<file path="config.mk">
export PLATFORM = sky130hd
export DESIGN_NAME = mutex_fifo_handoff
export DESIGN_NICKNAME = d
export VERILOG_FILES = /design/src/rtl/mfh_pkg.sv /design/src/rtl/mfh_wait_ram.sv /design/src/rtl/mutex_fifo_handoff.sv
export SDC_FILE = /design/constraint.sdc
export NUM_CORES = 1
export LEC_CHECK = 0
export ABC_AREA = 1
export BUFFER_PORTS_ARGS = -buffer_cell sky130_fd_sc_hd__clkbuf_2
export CAP_MARGIN = 10
export CORE_ASPECT_RATIO = 2
export CORE_MARGIN = 1
export CORE_UTILIZATION = 61
export CTS_CLUSTER_SIZE = 20
export DETAILED_ROUTE_END_ITERATION = 10
export PLACE_DENSITY = 0.77
export SLEW_MARGIN = 20
export SYNTH_ARGS = -nofsm -noshare
export SYNTH_HDL_FRONTEND = slang
export SYNTH_SLANG_ARGS = --single-unit
</file>
<file path="constraint.sdc">
create_clock -name clk -period 3.2 [get_ports clk]
set_input_delay 0.32 -clock clk [delete_from_list [all_inputs] [get_ports clk]]
set_output_delay 0.32 -clock clk [all_outputs]
set_load 0.1 [all_outputs]
</file>
<file path="src/rtl/mfh_pkg.sv">
// ---------------------------------------------------------------------------
// mfh_pkg: shared types and codes of the mutex with a FIFO wait queue
// Holds the request and result item types, the operation codes, the status
// codes and the type of one wait queue entry.
// ---------------------------------------------------------------------------
package mfh_pkg;

  typedef enum logic {
    OP_LOCK   = 1'b0,
    OP_UNLOCK = 1'b1
  } op_t;

  typedef enum logic [2:0] {
    ST_GRANTED  = 3'd0,
    ST_BLOCKED  = 3'd1,
    ST_FREED    = 3'd2,
    ST_HANDOFF  = 3'd3,
    ST_REJECTED = 3'd4,
    ST_FULL     = 3'd5
  } status_t;

  localparam int unsigned SLOT_W    = 4;
  localparam int unsigned ID_W      = 8;
  localparam int unsigned WAITERS_W = 5;

  typedef struct packed {
    op_t               operation;
    logic [SLOT_W-1:0] task_slot;
    logic [ID_W-1:0]   task_id;
  } in_item_t;

  typedef struct packed {
    status_t              status;
    logic                 wake_valid;
    logic [SLOT_W-1:0]    wake_slot;
    logic                 is_locked;
    logic [ID_W-1:0]      holder_id;
    logic [WAITERS_W-1:0] waiters;
  } out_item_t;

  typedef struct packed {
    logic [SLOT_W-1:0] task_slot;
    logic [ID_W-1:0]   task_id;
  } q_entry_t;

  localparam int unsigned Q_ENTRY_W = $bits(q_entry_t);

endpackage

</file>
<file path="src/rtl/mfh_wait_ram.sv">
// ---------------------------------------------------------------------------
// mfh_wait_ram: wait queue storage
// Simple dual-port memory with one write port and one read port whose data
// is registered.
// ---------------------------------------------------------------------------
module mfh_wait_ram #(
  parameter int unsigned DEPTH = 16,
  parameter int unsigned WIDTH = 12
) (
  input  logic                     clk,
  input  logic                     wr_en,
  input  logic [$clog2(DEPTH)-1:0] wr_addr,
  input  logic [WIDTH-1:0]         wr_data,
  input  logic [$clog2(DEPTH)-1:0] rd_addr,
  output logic [WIDTH-1:0]         rd_data
);

  logic [WIDTH-1:0] mem [DEPTH];
  logic [WIDTH-1:0] rd_data_r;

  always_ff @(posedge clk) begin
    if (wr_en) begin
      mem[wr_addr] <= wr_data;
    end
  end

  always_ff @(posedge clk) begin
    rd_data_r <= mem[rd_addr];
  end

  assign rd_data = rd_data_r;

endmodule

</file>
<file path="src/rtl/mutex_fifo_handoff.sv">
// ---------------------------------------------------------------------------
// mutex_fifo_handoff: hardware mutex with a FIFO of blocked tasks
// Grants, queues, hands off, frees, rejects or reports full for each lock or
// unlock item and returns one result item per request.
//
//   Channel  Ports                        Direction  Carries
//   in       in_valid, in_ready, in_data  input      request item (in_item_t)
//   out      out_valid, out_ready, out_data output   result item (out_item_t)
//
// Each item is handled in two steps: on accept the wait RAM reads the head
// entry, and the execute state then uses the registered read data; no new
// request is taken until the execute state is done.
// Reset is synchronous and clears the mutex, pointers and count; the wait
// RAM is not cleared, since an entry is only used after it was written.
// A result that has not been taken holds off the next request.
// ---------------------------------------------------------------------------
module mutex_fifo_handoff
  import mfh_pkg::*;
#(
  parameter int unsigned MAX_WAITERS = 16
) (
  input  logic      clk,
  input  logic      rst_n,
  input  logic      in_valid,
  output logic      in_ready,
  input  in_item_t  in_data,
  output logic      out_valid,
  input  logic      out_ready,
  output out_item_t out_data
);

  localparam int unsigned PW = $clog2(MAX_WAITERS);
  localparam int unsigned CW = $clog2(MAX_WAITERS + 1);
  localparam logic [PW-1:0] LAST_PTR = PW'(MAX_WAITERS - 1);
  localparam logic [CW-1:0] FULL_CNT = CW'(MAX_WAITERS);

  typedef enum logic {
    S_IDLE,
    S_EXEC
  } state_t;

  state_t          state_r, state_nxt;
  in_item_t        req_r;
  logic            held_r, held_nxt;
  logic [ID_W-1:0] owner_r, owner_nxt;
  logic [PW-1:0]   head_r, head_nxt;
  logic [PW-1:0]   tail_r, tail_nxt;
  logic [CW-1:0]   count_r, count_nxt;
  logic            out_valid_r, out_valid_nxt;
  out_item_t       out_data_r, out_data_nxt;

  logic            wr_en;
  q_entry_t        wr_entry;
  q_entry_t        rd_entry;
  logic            in_fire;

  mfh_wait_ram #(
    .DEPTH (MAX_WAITERS),
    .WIDTH (Q_ENTRY_W)
  ) u_wait_ram (
    .clk     (clk),
    .wr_en   (wr_en),
    .wr_addr (tail_r),
    .wr_data (wr_entry),
    .rd_addr (head_r),
    .rd_data (rd_entry)
  );

  assign in_ready  = (state_r == S_IDLE) && (!out_valid_r || out_ready);
  assign in_fire   = in_valid && in_ready;
  assign out_valid = out_valid_r;
  assign out_data  = out_data_r;

  assign wr_entry.task_slot = req_r.task_slot;
  assign wr_entry.task_id   = req_r.task_id;

  always_comb begin
    state_nxt     = state_r;
    held_nxt      = held_r;
    owner_nxt     = owner_r;
    head_nxt      = head_r;
    tail_nxt      = tail_r;
    count_nxt     = count_r;
    out_valid_nxt = out_valid_r && !out_ready;
    out_data_nxt  = out_data_r;
    wr_en         = 1'b0;
    unique case (state_r)
      S_IDLE: begin
        if (in_fire) begin
          state_nxt = S_EXEC;
        end
      end
      S_EXEC: begin
        state_nxt               = S_IDLE;
        out_data_nxt.wake_valid = 1'b0;
        out_data_nxt.wake_slot  = '0;
        if (req_r.operation == OP_LOCK) begin
          if (!held_r) begin
            held_nxt            = 1'b1;
            owner_nxt           = req_r.task_id;
            out_data_nxt.status = ST_GRANTED;
          end else if (count_r == FULL_CNT) begin
            out_data_nxt.status = ST_FULL;
          end else begin
            wr_en               = 1'b1;
            tail_nxt            = (tail_r == LAST_PTR) ? '0 : tail_r + 1'b1;
            count_nxt           = count_r + 1'b1;
            out_data_nxt.status = ST_BLOCKED;
          end
        end else begin
          if (!held_r || (owner_r != req_r.task_id)) begin
            out_data_nxt.status = ST_REJECTED;
          end else if (count_r != '0) begin
            owner_nxt               = rd_entry.task_id;
            head_nxt                = (head_r == LAST_PTR) ? '0 : head_r + 1'b1;
            count_nxt               = count_r - 1'b1;
            out_data_nxt.wake_valid = 1'b1;
            out_data_nxt.wake_slot  = rd_entry.task_slot;
            out_data_nxt.status     = ST_HANDOFF;
          end else begin
            held_nxt            = 1'b0;
            out_data_nxt.status = ST_FREED;
          end
        end
        out_data_nxt.is_locked = held_nxt;
        out_data_nxt.holder_id = held_nxt ? owner_nxt : '0;
        out_data_nxt.waiters   = WAITERS_W'(count_nxt);
        out_valid_nxt          = 1'b1;
      end
      default: begin
        state_nxt = S_IDLE;
      end
    endcase
  end

  always_ff @(posedge clk) begin
    if (!rst_n) begin
      state_r     <= S_IDLE;
      held_r      <= 1'b0;
      owner_r     <= '0;
      head_r      <= '0;
      tail_r      <= '0;
      count_r     <= '0;
      out_valid_r <= 1'b0;
      out_data_r  <= '0;
      req_r       <= '0;
    end else begin
      state_r     <= state_nxt;
      held_r      <= held_nxt;
      owner_r     <= owner_nxt;
      head_r      <= head_nxt;
      tail_r      <= tail_nxt;
      count_r     <= count_nxt;
      out_valid_r <= out_valid_nxt;
      out_data_r  <= out_data_nxt;
      if (in_fire) begin
        req_r <= in_data;
      end
    end
  end

  a_count_bound: assert property (@(posedge clk) disable iff (!rst_n)
    count_r <= FULL_CNT)
    else $error("Wait count exceeds the queue depth.");

  a_free_empty: assert property (@(posedge clk) disable iff (!rst_n)
    !held_r |-> (count_r == '0))
    else $error("Tasks are queued on a free mutex.");

  a_accept_exec: assert property (@(posedge clk) disable iff (!rst_n)
    in_fire |=> (state_r == S_EXEC) && !out_valid_r)
    else $error("An accepted item did not reach execution with a free output.");

  a_wake_handoff: assert property (@(posedge clk) disable iff (!rst_n)
    (out_valid_r && out_data_r.wake_valid) |-> (out_data_r.status == ST_HANDOFF))
    else $error("A wake was reported without a handoff.");

endmodule
</file>
==> reports/qor.yml <==
drive_above_1_share: 0.150
status: "finished clean"
ys_warn_count: 0
drt_iter0_drc: 698
fmax_ghz: 0.451
ys_async_sr_fraction: 0
die-area_mm2: 0.0178
numCtsBuffers: 22
ir_worst_vdd_v: 0.000451
vias: 7566
drc: 0
cts.sinks: 257
grt_pass1_wl_um: 41000
period_needed_ns: 2.22
final_max_slew_viol_count: 0
antenna_cells: 0
rows: 67
root_buffer: "clkbuf_16"
htreeDepth: 1
grt_overflow: 0
grt_max_degree: 101
setup_viol: 0
wl_per_cell_um: 21.6
postSynthNetCount: 990
worstMarginPinSlew_ns: 0.963
core_area_mm2: 0.0168
cts-resized-gates: 0
fin_skew_ns: 0.00819
grt_pass1_vias: 7332
fin_area_mm2: 0.0118
critPathKind: "reg -> reg"
final_common_cell: "edfxtp_1"
r2r_slack_ns: 0.98
synth-seq-cells: 257
dpl-instance-area_mm2: 0.0111
chipHeight_um: 188
max-cap-violations: 0
clk_pin_slew_ns: 0.07
fin_tns_setup_ns: 0
netlist_area_mm2: 0.0105
hold_path.class: "in -> reg"
pre_cts_ws_ns: 1.00
timing.final.crit_share: 0.693
synth-edff-count: 192
synth.top_cells.by_area: "edfxtp_1 (55%), dfxtp_1 (12%), o21ai_0 (5.7%)"
syn_avg_cell_area_um2: 10.9
clockBufferDepth: 3
rsz0062_at_grt: "no"
ys_seq_area_frac: 0.671
start_util: 0.625
worst_slack_ns: 0.982
ant_nets: 0
area_growth_pct: 12.1
power.total_uw: 6680
worst_ep_arrival_time_ns: 2.41
wirelength_um: 26700
hold_viol_final: 0
nets: 1042
gp_congestion: 0.975
insertion_delay_ns: 0.51
cts_tree: "yes"
synth_top_area_frac: 0.547
ys_types: 40
synthFlopType: "edfxtp_1"
track_usage: 0.315
hpwlAfterDp_um: 17500
syn_inst: 964
die_x_um: 94.9
setup.worst_path.end_class: "register"
antenna_found_initial: 0
ioPinCount: 41
cp_data_required_time_ns: 3.39
powerDensity_mw_per_mm2: 566
relSlewSlack: 0.357
postCtsSetupBuffers: 0
first_pass_iters: 5
io_buffers: 40
mostFrequentLayoutCells: "edfxtp_1 (192), nand2_1 (158), nor2_1 (126)"
vias_per_cell: 6.11
p_leak_uw: 0.00435
synth_top_cell_by_area: "edfxtp_1"
holdBufCountCts: 0
crit_path_max_fanout: 14
start_kind: "register"
## cells in the mapped netlist, drive strengths merged, types with 3 or more instances
library cell and number:
a21oi 49, a22oi 8, buf 16, clkbuf 37, clkinv 3, dfxtp 65, edfxtp 192, ha 8
inv 47, nand2 161, nand3 41, nand4 5, nor2 132, o211ai 4, o21ai 132, o221ai 20
o22ai 28, xnor2 4, xor2 3
## cell families after synthesis
group | after synthesis | synth area share
and+or+nand+nor | 343 | 0.137
xor gates and xnor gates | 7 | 0.00582
DFF | 257 | 0.671
AOI/OAI and AO/OA | 245 | 0.136
buffers and inverters | 103 | 0.0394
adders and majority gates | 9 | 0.0114
## through the flow
step | cells | hold slack [ns] | utilization
after floorplan | 964 | 0.433 | -
final | 1239 | 0.0656 | 0.701
after detailed placement | 1199 | 0.443 | 0.658
after CTS | 1239 | 0.0580 | 0.701
after global routing | 1239 | 0.0675 | 0.701
after global placement | 1199 | 0.437 | 0.658
## report_power, final
group,internal [uW],switching (uW)
Clock,1490,1140
Sequential,3620,59.0
Combinational,97.5,274
## layout make-up
| type | instances | area, um2 |
|---|---|---|
| Fill cell | 1194 | 5040 |
| Multi-Input combinational cell | 604 | 3060 |
| Clock inverter | 10 | 78.8 |
| Clock buffer | 30 | 642 |
| Timing Repair Buffer | 81 | 520 |
| Sequential cell | 257 | 7070 |
| Inverter | 50 | 188 |
| Tap cell | 207 | 259 |
## final timing paths
check,start,to,cells after the start
worst max-delay path,out_data[13],u_wait_ram.mem[1][9],10
worst max register to register,out_data[13],u_wait_ram.mem[1][9],10
worst min-delay path,in_data[8],req_r[8],3
worst min register to register,u_wait_ram.rd_data[11],out_data[17],2
## state kept, by name, summed over array words and instances, names as in the netlist, 4 cells and up
signal	count
head_r	4
out_data	22
owner_r	8
req_r	13
tail_r	4
u_wait_ram.mem	192
u_wait_ram.rd_data	12
## critical path, cell delays in order (launching register included)
cell,delay [ns]
dfxtp_1,0.31
buf_4,0.20
inv_1,0.11
nor2_4,0.27
nand2_1,0.15
inv_2,0.08
nand2_2,0.11
inv_2,0.12
nand2_1,0.14
nor2_1,0.16
buf_4,0.26
## routing by layer
metal,track usage,up-vias,share of wire
met2,0.557,353,0.54
met3,0.0328,91,0.056
met4,0.179,0,0.060
met5,0,-,0
met1,0.362,3609,0.35
li1,-,3513,-
Note: power is estimated with default switching activity, not from simulation.
